===== src/design/pcmr_pkg.sv =====
// ----------------------------------------------------------------------------
// pcmr_pkg
// shared types and fixed field widths of the polygon coverage rasterizer
// ----------------------------------------------------------------------------
package pcmr_pkg;

  // fixed field widths
  localparam int COORD_W  = 16;
  localparam int INDEX_W  = 3;
  localparam int PIXEL_W  = 8;
  localparam int ALPHA_W  = 8;
  localparam int HITS_W   = 5;
  localparam int VCOUNT_W = 4;

  // vertex count lower limit and reset value
  localparam int VCOUNT_MIN   = 3;
  localparam int VCOUNT_RESET = 3;

  // sub-pixel geometry: one pixel is 16 units, samples sit half a step in
  localparam int PIXEL_SUBUNITS = 16;
  localparam int SAMPLE_HALF    = 8;

  // full-scale alpha
  localparam int FULL_ALPHA = 255;

  typedef enum logic [0:0] {
    CMD_WRITE_VERTEX = 1'b0,
    CMD_EVAL_PIXEL   = 1'b1
  } cmd_t;

  typedef enum logic [1:0] {
    ST_IDLE,
    ST_RUN,
    ST_FIN,
    ST_OUT
  } state_t;

endpackage


===== src/design/pcmr_if.sv =====
// ----------------------------------------------------------------------------
// pcmr channel interfaces
// item, result and configuration channels with valid/ready handshake
// ----------------------------------------------------------------------------
interface pcmr_item_if;
  logic                                 valid;
  logic                                 ready;
  pcmr_pkg::cmd_t                       command;
  logic        [pcmr_pkg::INDEX_W-1:0]  vertex_index;
  logic signed [pcmr_pkg::COORD_W-1:0]  vertex_x;
  logic signed [pcmr_pkg::COORD_W-1:0]  vertex_y;
  logic        [pcmr_pkg::PIXEL_W-1:0]  pixel_x;
  logic        [pcmr_pkg::PIXEL_W-1:0]  pixel_y;

  modport source (output valid, command, vertex_index, vertex_x, vertex_y, pixel_x, pixel_y,
                  input ready);
  modport sink (input valid, command, vertex_index, vertex_x, vertex_y, pixel_x, pixel_y,
                output ready);
endinterface

interface pcmr_result_if;
  logic                            valid;
  logic                            ready;
  logic [pcmr_pkg::ALPHA_W-1:0]    coverage;
  logic [pcmr_pkg::HITS_W-1:0]     sample_hits;

  modport source (output valid, coverage, sample_hits, input ready);
  modport sink (input valid, coverage, sample_hits, output ready);
endinterface

interface pcmr_cfg_if;
  logic                            valid;
  logic                            ready;
  logic [pcmr_pkg::VCOUNT_W-1:0]   vertex_count;

  modport source (output valid, vertex_count, input ready);
  modport sink (input valid, vertex_count, output ready);
endinterface


===== src/design/polygon_coverage_mask_raster.sv =====
// ----------------------------------------------------------------------------
// polygon_coverage_mask_raster
// 4x4 supersampled even-odd coverage of one mask pixel against a polygon
// ----------------------------------------------------------------------------
// usage
//   cfg carries vertex_count (corners in use, clamped to 3..MAX_VERTICES);
//   write it only while the block is idle. cfg is always ready.
//   item carries either a vertex write (command = write vertex) or a pixel
//   evaluation (command = eval pixel). item.ready is high while no pixel is
//   in flight.
//   a vertex write gives no result; the vertex lands in the corner ram at
//   the accepting edge, so a pixel may follow at once.
//   a pixel transaction gives one result transaction (coverage, sample_hits).
// timing
//   the corner ram has one read port; one edge is read per cycle, n + 1
//   reads for n corners (the last corner first, so every edge finds its
//   previous vertex already in hand). edges then pass a four-stage pipe
//   (deltas, products, constant term, per-sample compares) that flips one
//   parity bit per sample. result valid rises as the block returns to idle,
//   so the next item can be accepted while that result is first offered.
// reset and stalls
//   rst clears the control state and sets vertex_count to 3; corner ram
//   contents stay undefined until written.
//   the result sits in an output register; if the receiver stalls, the
//   block still takes vertex writes and one further pixel, which then waits
//   for the output register to free before its result is loaded.
// ----------------------------------------------------------------------------
module polygon_coverage_mask_raster #(
  parameter int MAX_VERTICES = 8,
  parameter int SUBSAMPLE    = 4
) (
  input  logic                 clk,
  input  logic                 rst,
  pcmr_item_if.sink            item,
  pcmr_result_if.source        result,
  pcmr_cfg_if.sink             cfg
);

  // derived sizes
  localparam int AW     = $clog2(MAX_VERTICES);
  localparam int NW     = $clog2(MAX_VERTICES + 2);
  localparam int SS     = SUBSAMPLE * SUBSAMPLE;
  localparam int LOG_S  = $clog2(SUBSAMPLE);
  localparam int SCW    = pcmr_pkg::COORD_W + LOG_S;      // scaled coordinate
  localparam int DW     = SCW + 1;                         // coordinate difference
  localparam int OFW    = LOG_S + 6;                       // sample offset constant
  localparam int RW     = DW + OFW;                        // offset times delta
  localparam int PW     = 2 * DW;                          // delta product
  localparam int SW     = PW + 2;                          // crossing sum
  localparam int HW     = $clog2(SS + 1);
  localparam int RAM_W  = 2 * pcmr_pkg::COORD_W;
  localparam int K      = 24;
  localparam int MW     = HW + pcmr_pkg::ALPHA_W + K + 2;
  localparam logic [K:0]    RECIP   = (K + 1)'(((64'd1 << K) + 64'(SS) - 64'd1) / 64'(SS));
  localparam logic [MW-1:0] COV_MUL = MW'(64'(pcmr_pkg::FULL_ALPHA) * 64'(RECIP));
  localparam logic signed [DW-1:0] SUB_D = DW'(SUBSAMPLE);

  // control
  pcmr_pkg::state_t state, state_next;
  logic [pcmr_pkg::VCOUNT_W-1:0] vertex_count;
  logic [NW-1:0] n_clamp;
  logic [NW-1:0] n_reg;
  logic [NW-1:0] rd_cnt;
  logic [NW-1:0] done_cnt;
  logic          in_acc;
  logic          pix_acc;
  logic          rd_issue;
  logic          out_free;
  logic          out_load;

  // corner ram
  logic             ram_we;
  logic [AW-1:0]    ram_waddr;
  logic [RAM_W-1:0] ram_wdata;
  logic [AW-1:0]    ram_raddr;
  logic [RAM_W-1:0] ram_rdata;
  logic             rv;
  logic             rfirst;

  // pixel base in scaled sample units
  logic signed [DW-1:0] bx;
  logic signed [DW-1:0] by;

  // stage 1: deltas
  logic signed [DW-1:0] cur_xs, cur_ys, prev_xs, prev_ys;
  logic                 e1_vld;
  logic signed [DW-1:0] dx1, dy1, ex1, ey1, yi1, yj1;

  // stage 2: products
  logic                 e2_vld;
  logic signed [PW-1:0] m1, m2;
  logic signed [RW-1:0] ra2 [SUBSAMPLE];
  logic signed [RW-1:0] cb2 [SUBSAMPLE];
  logic [SUBSAMPLE-1:0] row2;
  logic                 pos2;
  logic signed [DW-1:0] sy [SUBSAMPLE];

  // stage 3: per-edge constant term
  logic                 e3_vld;
  logic signed [SW-1:0] p3;
  logic signed [RW-1:0] ra3 [SUBSAMPLE];
  logic signed [RW-1:0] cb3 [SUBSAMPLE];
  logic [SUBSAMPLE-1:0] row3;
  logic                 pos3;

  // stage 4: sample compares and parity
  logic signed [SW-1:0] diff [SS];
  logic [SS-1:0]        flip;
  logic [SS-1:0]        parity;

  // result
  logic [HW-1:0] hit_sum;
  logic [HW-1:0] hits;
  logic [MW-1:0] cov_prod;

  // --------------------------------------------------------------------------
  // configuration register and corner count clamp
  // --------------------------------------------------------------------------
  assign cfg.ready = 1'b1;

  always_ff @(posedge clk) begin
    if (rst) begin
      vertex_count <= pcmr_pkg::VCOUNT_W'(pcmr_pkg::VCOUNT_RESET);
    end else if (cfg.valid && cfg.ready) begin
      vertex_count <= cfg.vertex_count;
    end
  end

  always_comb begin
    if (32'(vertex_count) < pcmr_pkg::VCOUNT_MIN) begin
      n_clamp = NW'(pcmr_pkg::VCOUNT_MIN);
    end else if (32'(vertex_count) > MAX_VERTICES) begin
      n_clamp = NW'(MAX_VERTICES);
    end else begin
      n_clamp = NW'(vertex_count);
    end
  end

  // --------------------------------------------------------------------------
  // sequencer
  // --------------------------------------------------------------------------
  assign in_acc   = item.valid && item.ready;
  assign pix_acc  = in_acc && (item.command == pcmr_pkg::CMD_EVAL_PIXEL);
  assign out_free = !result.valid || result.ready;

  always_comb begin
    state_next = state;
    case (state)
      pcmr_pkg::ST_IDLE: begin
        if (pix_acc) begin
          state_next = pcmr_pkg::ST_RUN;
        end
      end
      pcmr_pkg::ST_RUN: begin
        // all edges have left the compare stage
        if (done_cnt == n_reg) begin
          state_next = pcmr_pkg::ST_FIN;
        end
      end
      pcmr_pkg::ST_FIN: begin
        state_next = pcmr_pkg::ST_OUT;
      end
      pcmr_pkg::ST_OUT: begin
        if (out_free) begin
          state_next = pcmr_pkg::ST_IDLE;
        end
      end
      default: begin
        state_next = pcmr_pkg::ST_IDLE;
      end
    endcase
  end

  always_comb begin
    item.ready = 1'b0;
    rd_issue   = 1'b0;
    out_load   = 1'b0;
    case (state)
      pcmr_pkg::ST_IDLE: begin
        item.ready = 1'b1;
      end
      pcmr_pkg::ST_RUN: begin
        rd_issue = (rd_cnt <= n_reg);
      end
      pcmr_pkg::ST_OUT: begin
        out_load = out_free;
      end
      default: begin
        item.ready = 1'b0;
      end
    endcase
  end

  always_ff @(posedge clk) begin
    if (rst) begin
      state    <= pcmr_pkg::ST_IDLE;
      rd_cnt   <= '0;
      done_cnt <= '0;
      rv       <= 1'b0;
      rfirst   <= 1'b0;
      e1_vld   <= 1'b0;
      e2_vld   <= 1'b0;
      e3_vld   <= 1'b0;
    end else begin
      state  <= state_next;
      rv     <= rd_issue;
      rfirst <= rd_issue && (rd_cnt == '0);
      e1_vld <= rv && !rfirst;
      e2_vld <= e1_vld;
      e3_vld <= e2_vld;
      if (pix_acc) begin
        rd_cnt   <= '0;
        done_cnt <= '0;
      end else begin
        if (rd_issue) begin
          rd_cnt <= rd_cnt + 1'b1;
        end
        if (e3_vld) begin
          done_cnt <= done_cnt + 1'b1;
        end
      end
    end
  end

  // pixel context, held for the whole evaluation
  always_ff @(posedge clk) begin
    if (pix_acc) begin
      n_reg <= n_clamp;
      bx    <= DW'(item.pixel_x) * DW'(pcmr_pkg::PIXEL_SUBUNITS * SUBSAMPLE);
      by    <= DW'(item.pixel_y) * DW'(pcmr_pkg::PIXEL_SUBUNITS * SUBSAMPLE);
    end
  end

  // --------------------------------------------------------------------------
  // corner ram: x in the upper half, y in the lower half
  // --------------------------------------------------------------------------
  assign ram_we    = in_acc && (item.command == pcmr_pkg::CMD_WRITE_VERTEX)
                     && (32'(item.vertex_index) < MAX_VERTICES);
  assign ram_waddr = AW'(item.vertex_index);
  assign ram_wdata = {item.vertex_x, item.vertex_y};
  // last corner first, then corners 0 .. n-1
  assign ram_raddr = (rd_cnt == '0) ? AW'(n_reg - 1'b1) : AW'(rd_cnt - 1'b1);

  pcmr_ram #(
    .WIDTH (RAM_W),
    .DEPTH (MAX_VERTICES)
  ) u_corner_ram (
    .clk   (clk),
    .we    (ram_we),
    .waddr (ram_waddr),
    .wdata (ram_wdata),
    .re    (rd_issue),
    .raddr (ram_raddr),
    .rdata (ram_rdata)
  );

  // --------------------------------------------------------------------------
  // stage 1: scale the corner, form edge deltas against the previous corner
  // --------------------------------------------------------------------------
  assign cur_xs = DW'($signed(ram_rdata[RAM_W-1 -: pcmr_pkg::COORD_W])) * SUB_D;
  assign cur_ys = DW'($signed(ram_rdata[pcmr_pkg::COORD_W-1:0])) * SUB_D;

  always_ff @(posedge clk) begin
    if (rv) begin
      prev_xs <= cur_xs;
      prev_ys <= cur_ys;
    end
    // edge from corner i (current) to corner j (previous)
    dx1 <= prev_xs - cur_xs;
    dy1 <= prev_ys - cur_ys;
    ex1 <= bx - cur_xs;
    ey1 <= by - cur_ys;
    yi1 <= cur_ys;
    yj1 <= prev_ys;
  end

  // --------------------------------------------------------------------------
  // stage 2: cross products and per-row / per-column offset terms
  // --------------------------------------------------------------------------
  always_comb begin
    for (int k = 0; k < SUBSAMPLE; k++) begin
      sy[k] = by + DW'((2 * k + 1) * pcmr_pkg::SAMPLE_HALF);
    end
  end

  always_ff @(posedge clk) begin
    m1   <= ey1 * dx1;
    m2   <= ex1 * dy1;
    pos2 <= !dy1[DW-1] && (dy1 != '0);
    for (int k = 0; k < SUBSAMPLE; k++) begin
      ra2[k]  <= RW'(dx1) * RW'((2 * k + 1) * pcmr_pkg::SAMPLE_HALF);
      cb2[k]  <= RW'(dy1) * RW'((2 * k + 1) * pcmr_pkg::SAMPLE_HALF);
      // sample row lies between the edge's end points (horizontal edges never)
      row2[k] <= (yi1 > sy[k]) != (yj1 > sy[k]);
    end
  end

  // --------------------------------------------------------------------------
  // stage 3: constant part of rhs - lhs
  // --------------------------------------------------------------------------
  always_ff @(posedge clk) begin
    p3   <= SW'(m1) - SW'(m2);
    pos3 <= pos2;
    row3 <= row2;
    for (int k = 0; k < SUBSAMPLE; k++) begin
      ra3[k] <= ra2[k];
      cb3[k] <= cb2[k];
    end
  end

  // --------------------------------------------------------------------------
  // stage 4: one comparator per sample, toggle parity on a crossing
  // --------------------------------------------------------------------------
  always_comb begin
    for (int a = 0; a < SUBSAMPLE; a++) begin
      for (int b = 0; b < SUBSAMPLE; b++) begin
        diff[a * SUBSAMPLE + b] = p3 + SW'(ra3[a]) - SW'(cb3[b]);
        // direction of the compare follows the sign of dy
        flip[a * SUBSAMPLE + b] = row3[a] &&
          (pos3 ? (!diff[a * SUBSAMPLE + b][SW-1] && (diff[a * SUBSAMPLE + b] != '0))
                : diff[a * SUBSAMPLE + b][SW-1]);
      end
    end
  end

  always_ff @(posedge clk) begin
    if (pix_acc) begin
      parity <= '0;
    end else if (e3_vld) begin
      parity <= parity ^ flip;
    end
  end

  // --------------------------------------------------------------------------
  // hit count, coverage by reciprocal multiply, output register
  // --------------------------------------------------------------------------
  always_comb begin
    hit_sum = '0;
    for (int i = 0; i < SS; i++) begin
      hit_sum = hit_sum + HW'(parity[i]);
    end
  end

  always_ff @(posedge clk) begin
    if (state == pcmr_pkg::ST_FIN) begin
      hits <= hit_sum;
    end
  end

  assign cov_prod = MW'(hits) * COV_MUL;

  always_ff @(posedge clk) begin
    if (rst) begin
      result.valid <= 1'b0;
    end else if (out_load) begin
      result.valid <= 1'b1;
    end else if (result.ready) begin
      result.valid <= 1'b0;
    end
  end

  always_ff @(posedge clk) begin
    if (out_load) begin
      result.coverage    <= cov_prod[K +: pcmr_pkg::ALPHA_W];
      result.sample_hits <= pcmr_pkg::HITS_W'(hits);
    end
  end

  // --------------------------------------------------------------------------
  // checks
  // --------------------------------------------------------------------------
  a_edges_bounded: assert property (@(posedge clk) disable iff (rst)
    (state == pcmr_pkg::ST_RUN) |-> (done_cnt <= n_reg))
    else $error("more edges processed than corners in use");

  a_edge_in_run: assert property (@(posedge clk) disable iff (rst)
    (e1_vld || e2_vld || e3_vld) |-> (state == pcmr_pkg::ST_RUN))
    else $error("edge in flight outside evaluation");

  a_hits_bounded: assert property (@(posedge clk) disable iff (rst)
    (state == pcmr_pkg::ST_OUT) |-> (32'(hits) <= SS))
    else $error("hit count above sample count");

  a_result_after_eval: assert property (@(posedge clk) disable iff (rst)
    $rose(result.valid) |-> ($past(state) == pcmr_pkg::ST_OUT))
    else $error("result raised outside output state");

endmodule


===== src/design/pcmr_ram.sv =====
// ----------------------------------------------------------------------------
// pcmr_ram
// generic single-write, single-read ram with registered read data
// ----------------------------------------------------------------------------
module pcmr_ram #(
  parameter int WIDTH = 32,
  parameter int DEPTH = 8
) (
  input  logic                     clk,
  input  logic                     we,
  input  logic [$clog2(DEPTH)-1:0] waddr,
  input  logic [WIDTH-1:0]         wdata,
  input  logic                     re,
  input  logic [$clog2(DEPTH)-1:0] raddr,
  output logic [WIDTH-1:0]         rdata
);

  logic [WIDTH-1:0] mem [DEPTH];

  always_ff @(posedge clk) begin
    if (we) begin
      mem[waddr] <= wdata;
    end
    if (re) begin
      rdata <= mem[raddr];
    end
  end

endmodule


===== src/flat_wrapper.sv =====
// flat-port wrapper written by rule: the top's interface ports become plain ports
module polygon_coverage_mask_raster_flat 
#(
  parameter int MAX_VERTICES = 8,
  parameter int SUBSAMPLE    = 4
)
  (clk, rst, item_valid, item_command, item_vertex_index, item_vertex_x, item_vertex_y, item_pixel_x, item_pixel_y, item_ready, result_valid, result_coverage, result_sample_hits, result_ready, cfg_valid, cfg_vertex_count, cfg_ready);
  pcmr_item_if item_i ();
  pcmr_result_if result_i ();
  pcmr_cfg_if cfg_i ();
  input  logic clk;
  input  logic rst;
  input wire logic [$bits(item_i.valid)-1:0] item_valid;
  input wire logic [$bits(item_i.command)-1:0] item_command;
  input wire logic [$bits(item_i.vertex_index)-1:0] item_vertex_index;
  input wire logic [$bits(item_i.vertex_x)-1:0] item_vertex_x;
  input wire logic [$bits(item_i.vertex_y)-1:0] item_vertex_y;
  input wire logic [$bits(item_i.pixel_x)-1:0] item_pixel_x;
  input wire logic [$bits(item_i.pixel_y)-1:0] item_pixel_y;
  output wire logic [$bits(item_i.ready)-1:0] item_ready;
  output wire logic [$bits(result_i.valid)-1:0] result_valid;
  output wire logic [$bits(result_i.coverage)-1:0] result_coverage;
  output wire logic [$bits(result_i.sample_hits)-1:0] result_sample_hits;
  input wire logic [$bits(result_i.ready)-1:0] result_ready;
  input wire logic [$bits(cfg_i.valid)-1:0] cfg_valid;
  input wire logic [$bits(cfg_i.vertex_count)-1:0] cfg_vertex_count;
  output wire logic [$bits(cfg_i.ready)-1:0] cfg_ready;
  assign item_i.valid = item_valid;
  assign item_i.command = item_command;
  assign item_i.vertex_index = item_vertex_index;
  assign item_i.vertex_x = item_vertex_x;
  assign item_i.vertex_y = item_vertex_y;
  assign item_i.pixel_x = item_pixel_x;
  assign item_i.pixel_y = item_pixel_y;
  assign item_ready = item_i.ready;
  assign result_valid = result_i.valid;
  assign result_coverage = result_i.coverage;
  assign result_sample_hits = result_i.sample_hits;
  assign result_i.ready = result_ready;
  assign cfg_i.valid = cfg_valid;
  assign cfg_i.vertex_count = cfg_vertex_count;
  assign cfg_ready = cfg_i.ready;
  polygon_coverage_mask_raster #(.MAX_VERTICES(MAX_VERTICES), .SUBSAMPLE(SUBSAMPLE)) u_core (.clk(clk), .rst(rst), .item(item_i), .result(result_i), .cfg(cfg_i));
endmodule

===== config.mk =====
export PLATFORM = sky130hd
export DESIGN_NAME = polygon_coverage_mask_raster_flat
export DESIGN_NICKNAME = d
export VERILOG_FILES = /design/src/design/pcmr_pkg.sv /design/src/design/pcmr_if.sv /design/src/design/polygon_coverage_mask_raster.sv /design/src/design/pcmr_ram.sv /design/src/flat_wrapper.sv
export SDC_FILE = /design/constraint.sdc
export NUM_CORES = 2
export LEC_CHECK = 0
export BUFFER_PORTS_ARGS = -buffer_cell sky130_fd_sc_hd__buf_2
export CORE_MARGIN = 3
export CORE_UTILIZATION = 55
export DETAILED_ROUTE_END_ITERATION = 10
export PLACE_DENSITY = 0.75
export SETUP_SLACK_MARGIN = 0.4
export SKIP_CTS_REPAIR_TIMING = 1
export SLEW_MARGIN = 20
export SYNTH_ARGS = -nofsm -noshare
export SYNTH_HDL_FRONTEND = slang
export SYNTH_SLANG_ARGS = --single-unit
export TNS_END_PERCENT = 10

===== constraint.sdc =====
create_clock -name clk -period 7.2 [get_ports clk]
set_clock_uncertainty 0.2 [all_clocks]
set_input_delay 1.44 -clock clk [delete_from_list [all_inputs] [get_ports clk]]
set_output_delay 1.44 -clock clk [all_outputs]
set_load 0.01 [all_outputs]

; ---- Yosys cells after proc, flatten, opt, wreduce, memory -nomap -nowiden
; Memories as Yosys holds them, arrays and structs flattened. A register that Yosys moved wholly into a read port is not among the register bits.
; Index checks and enable logic that the tools add are counted.
[op_classes]
n_addsub = 48
n_mul = 9
order_cmp = 11
n_eq_ne = 11
mux = 29
bitwise_logic = 2
reduce_logical = 81
[op_table]
columns = cell, count
row1 = nonzero test 40 bit, 16
row2 = subtractor 40 x 27 -> 40 bit, 16
row3 = adder 40 x 27 -> 40 bit, 4
row4 = > comparator 18 x 16 -> 1 bit, 8
row5 = "multiplier 19 x 4 -> 23 bit, second input constant", 4
row6 = multiplier 19 x 19 -> 38 bit, 2
row7 = adder 5 x 1 -> 5 bit, 14
row8 = "multiplier 19 x 3 -> 22 bit, second input constant", 2
row9 = subtractor 38 x 38 -> 39 bit, 1
row10 = logical AND 1 bit, 38
row11 = subtractor 15 x 18 -> 19 bit, 2
row12 = subtractor 18 x 18 -> 19 bit, 2
row13 = "adder 14 x 6 -> 15 bit, second input constant", 2
row14 = 2-to-1 mux 1 bit, 23
row15 = zero test 1 bit, 19
row16 = nonzero test 19 bit, 1
row17 = XOR 16 bit, 1
row18 = "adder 14 x 4 -> 15 bit, second input constant", 1
row19 = "adder 14 x 5 -> 15 bit, second input constant", 1
row20 = "multiplier 5 x 8 -> 12 bit, second input constant", 1
row21 = "adder 4 x 1 -> 4 bit, second input constant", 2
row22 = case mux 2 bit (4 select lines), 1
row23 = 2-to-1 mux 2 bit, 3
row24 = "!= test 2 x 1 -> 1 bit, second input constant", 3
row25 = 18 further kinds, 24
[totals]
register_bits = 340
ram_bits = 664
mem_count = 5
[mem_list]
columns = name, words, width, rd, rd_ports_with_merged_regs, wr, line_no
row1 = u_core.u_corner_ram.mem, 8, 32, 1, 1, 1, pcmr_ram.sv:18  ; logic [WIDTH-1:0] mem [DEPTH];
row2 = u_core.cb3, 4, 27, 4, 0, 4, polygon_coverage_mask_raster.sv:102  ; logic signed [RW-1:0] cb3 [SUBSAMPLE];
row3 = u_core.ra3, 4, 27, 4, 0, 4, polygon_coverage_mask_raster.sv:101  ; logic signed [RW-1:0] ra3 [SUBSAMPLE];
row4 = u_core.cb2, 4, 24, 4, 0, 4, polygon_coverage_mask_raster.sv:93  ; logic signed [RW-1:0] cb2 [SUBSAMPLE];
row5 = u_core.ra2, 4, 24, 4, 0, 4, polygon_coverage_mask_raster.sv:92  ; logic signed [RW-1:0] ra2 [SUBSAMPLE];

; ---- Longest topological paths before layout
[depth]
depth_word = 15
mapped_depth = 30

; ---- Modules after synthesis
; Synthesis repeated with hierarchy kept, for this count alone.
[hier_totals]
hier_cells = 10133
hier_area_um2 = 93023.0
[by_module_without_submodules]
columns = mod, n_inst, cells_each, area_each_um2, seq_area_each_um2
row1 = polygon_coverage_mask_raster, 1, 9718, 82236.4, 12992.5
row2 = pcmr_ram, 1, 415, 10786.6, 8648.3

; ---- Worst setup path before layout
; Ideal clock, no wire load.
[synth_path]
kind = register to register
from = register u_core.p3[5]
to = register u_core.parity[13]
setup_ns = 0.135
arrival_ns = 6.730
slack_ns = 0.135
stages_incl_launch_ff = 28
path_buffers = 1
cell_sequence = dfxtp_1 > ha_1 > fa_1 > a211oi_1 > o21ai_0 > o31a_1 > o41ai_2 > o21ai_2 > a311o_1 > a31o_2 > a21o_1 > a21o_1 > a21oi_1 > o21bai_1 > a21oi_1 > xnor2_1 > ha_1 > clkbuf_1 > nand2_1 > or4b_2 > and4_1 > a2111oi_0 > o2111ai_1 > nor4_1 > o2111ai_1 > o41ai_1 > mux2i_1 > o2111ai_1
[synth_via]
elab_chain_len = 7
elab_cells_between_ends = 8
cone_classes = add/sub: 2 / mux: 1 / bitwise: 1 / reduce/logical: 4
[synth_rtl]
columns = item, line_no
row1 = from (decl), polygon_coverage_mask_raster.sv:100  ; logic signed [SW-1:0] p3;
row2 = from (signal assigned), polygon_coverage_mask_raster.sv:302  ; p3 <= SW'(m1) - SW'(m2);
row3 = adder 40 x 27 -> 40 bit *, polygon_coverage_mask_raster.sv:317  ; diff[a * SUBSAMPLE + b] = p3 + SW'(ra3[a]) - SW'(cb3[b]);
row4 = subtractor 40 x 27 -> 40 bit *, polygon_coverage_mask_raster.sv:317
row5 = nonzero test 40 bit / zero test 1 bit (equally long branches), polygon_coverage_mask_raster.sv:320  ; (pos3 ? (!diff[a * SUBSAMPLE + b][SW-1] && (diff[a * SUBSAMPLE + b] != '0))
row6 = logical AND 1 bit, polygon_coverage_mask_raster.sv:320
row7 = 2-to-1 mux 1 bit *, polygon_coverage_mask_raster.sv:320
row8 = logical AND 1 bit *, polygon_coverage_mask_raster.sv:319  ; flip[a * SUBSAMPLE + b] = row3[a] &&
row9 = XOR 16 bit *, polygon_coverage_mask_raster.sv:330  ; parity <= parity ^ flip;
row10 = to (signal assigned), polygon_coverage_mask_raster.sv:330
row11 = to (decl), polygon_coverage_mask_raster.sv:109  ; logic [SS-1:0] parity;
; Every way passes the cells marked *; elsewhere a longest branch is shown, timed or not.
; A chain may end at the register's enable or synchronous reset.

==> out/results.txt <==
Number of synthesized flops with an enable pin - 358
Fraction of layout cells with a size suffix above 1 - 12.01%
Total Routing Usage GR - 36.85%
Area grow syn2layout - 12.97%
Compound-Gate Fraction of Synth Area - 17.09%
Register bit count reported by yosys - 902
Top-count cell post-synth - inv_1
Die H - 417.0 um
CTS tree - yes
Worst hold path startpoint - u_core.cb2[0][13]
Grt total ovfl - 0
Largest family of logic cells by synthesized area - adder cells
Clock Sinks - 902
Reg clk slew, reported paths - 70 ps
Adder-cell share of the synthesized area - 30.47%
Die area - 173900 sq um
Clk Latency, worst-skew pair - 750 ps
Top cells by count, synth - 1306 x inv_1, 1217 x ha_1, 740 x nand2_1, 662 x a21oi_1, 654 x fa_1
Hold Worst Slack - 84.60 ps
Synth Area in Simple Gates - 15.04%
Netlist cell types - 107
Max Freq - 141.7 MHz
Crit path max-delay family - compound AO/OA/AOI/OAI gates
Routability congestion estimate - 1.036
Pre-CTS setup slack - -243.9 ps
Fillers - 13779
Period utilization - 98.01%
Setup tns final - 0 ps
Syn avg cell area - 9.121 sq um
Largest net degree at the start of global routing - 43
Htree depth - 3
Post-route minimum period - 7057 ps
Final setup viols - 0
Final cell count without fillers - 13177
Clock buffer depth - 3
Fin. Hold Viols - 0
Ys flop type - dfxtp_1
Status - finished, final reports clean
Synth warnings - 0
Post-synthesis mux area share - 2.783%
Routed WL - 326600 um
DR iter-0 viols - 7691
Slowest Stage Delay on Critical Path - 410 ps
Ys async rst share - 0%
Slew headroom - 8.782%
Req. time, crit path - 7560 ps
CP max-delay cell - fa_2
Reg-to-Reg Start - u_core.ra3[3][5]
Worst Hold Class - reg -> reg
Initial antenna violation count - 35
WS Path Type - reg -> reg
Vias in the first global route - 80538
Max reg flops - 256
Gate Count Post-Synth - 10188
Worst-path maximum fanout - 3
I/O pin cnt - 77
Worst Path Arrival - 7410 ps
Number of cells after detailed placement - 12943
Post-synthesis xor/xnor area fraction - 5.224%
Top reg by flops - u_core.u_corner_ram.mem
Worst path bufs/invs - 3
Syn Nets - 12120
Worst Setup SP - u_core.ra3[3][5]
IO Port Bufs - 75
Mapped cell area - 92930 sq um
DR DRC count - 0
Grt peak-use layer - met2
ANT nets after route - 0
Maximum Capacitance Violations - 0
Met3 Track Usage GR - 6.748%
Initial core utilization - 55.45%
Largest area contributor in the netlist - ha_1
Layout Nets - 12778
CORE AREA - 167600 sq um
Avg WL per Cell - 24.78 um
Cts bufs inserted - 96
Register area share after synthesis - 23.29%
Row cnt - 150
Final WS setup - 143.1 ps
Most Frequent Cell on Critical Path - o2111ai_1
CTS root buffer - clkbuf_16
Die width - 417.0 um
Slew Limit Fails - 0
Top cell type's share of synthesized area - 16.39%
Slew @ Worst Pin - 1359 ps
Avg Vias per Cell - 6.157
M2 GR Usage - 59.56%
RSZ-0062 raised after global routing - yes
First-pass GRT wire length - 486100 um
DR vias - 81126
Crit path capture type - flop
Setup crit start kind - flop
Detailed Place HPWL - 265700 um
Met1 usage - 44.69%
Number of detailed-route iterations in the first pass - 8
Largest cells by area after synthesis - ha_1 16%, fa_1 14%, dfxtp_1 12%
==> worst paths after layout <==
kind                             to  slack (ps)  cells after the start
hold reg to reg   u_core.cb3[0][16]          80                      0
setup / recovery  u_core.parity[15]         140                     31
setup reg to reg  u_core.parity[15]         140                     31
hold / removal    u_core.cb3[0][16]          80                      0
==> cell usage in the layout (no fill, tap or decap), types with 358 or more instances in the layout <==
cell type     n
dfxtp_1     501
ha_1       1204
inv_1      1300
edfxtp_1    358
xnor2_1     377
nand2_1     738
fa_1        649
o21ai_0     378
nor2_1      585
buf_4       666
a21oi_1     644
==> per-layer routing <==
layer / part of all wire (%) / vias to the layer above
li1: - / 37317
met1: 39 / 39455
met2: 46 / 3444
met3: 7.8 / 906
met4: 7.9 / 4
met5: 0.0083 / -
==> worst reg2reg max path: cells and delay by family, from the launching register on <==
kind | cells | cell delay, ps
adder cells (fa/ha/maj) | 3 | 870
XOR/XNOR | 2 | 450
AO/OA/AOI/OAI | 18 | 3720
AND/OR/NAND/NOR | 5 | 830
flip-flops | 1 | 340
buffers and inverters | 3 | 500
==> final cells by class <==
cell class / count / area, sq um / share of cell area (%)
multi-input combinational: 7781 / 66550 / 63.39
sequential: 902 / 21690 / 20.66
timing repair buffer: 759 / 5669 / 5.400
inverter: 1306 / 4903 / 4.671
tap: 2204 / 2758 / 2.627
clock buffer: 121 / 2609 / 2.485
clock inverter: 61 / 689.4 / 0.6567
antenna: 43 / 107.6 / 0.1025
==> metrics by stage <==
stage,cell area [sq um],util (%)
after floorplan,92950,-
after global placement,100600,60.02
after detailed placement,100600,60.03
after CTS,103900,62.00
after global routing,104900,62.62
final,105000,62.64
==> cell families (layout without fill, tap and decap cells) <==
kind of cell / count (synthesis) / after routing
other: 1 / 44
AOI/OAI and AO/OA: 2387 / 2387
buffers and inverters: 1505 / 2247
and+or+nand+nor: 2801 / 2801
xor gates and xnor gates: 548 / 548
adders and majority gates: 1871 / 1871
DFF: 902 / 902
muxes: 173 / 173
Power is not shown: default switching activity piles up to over one toggle a cycle in this logic, so the estimate is an artifact.
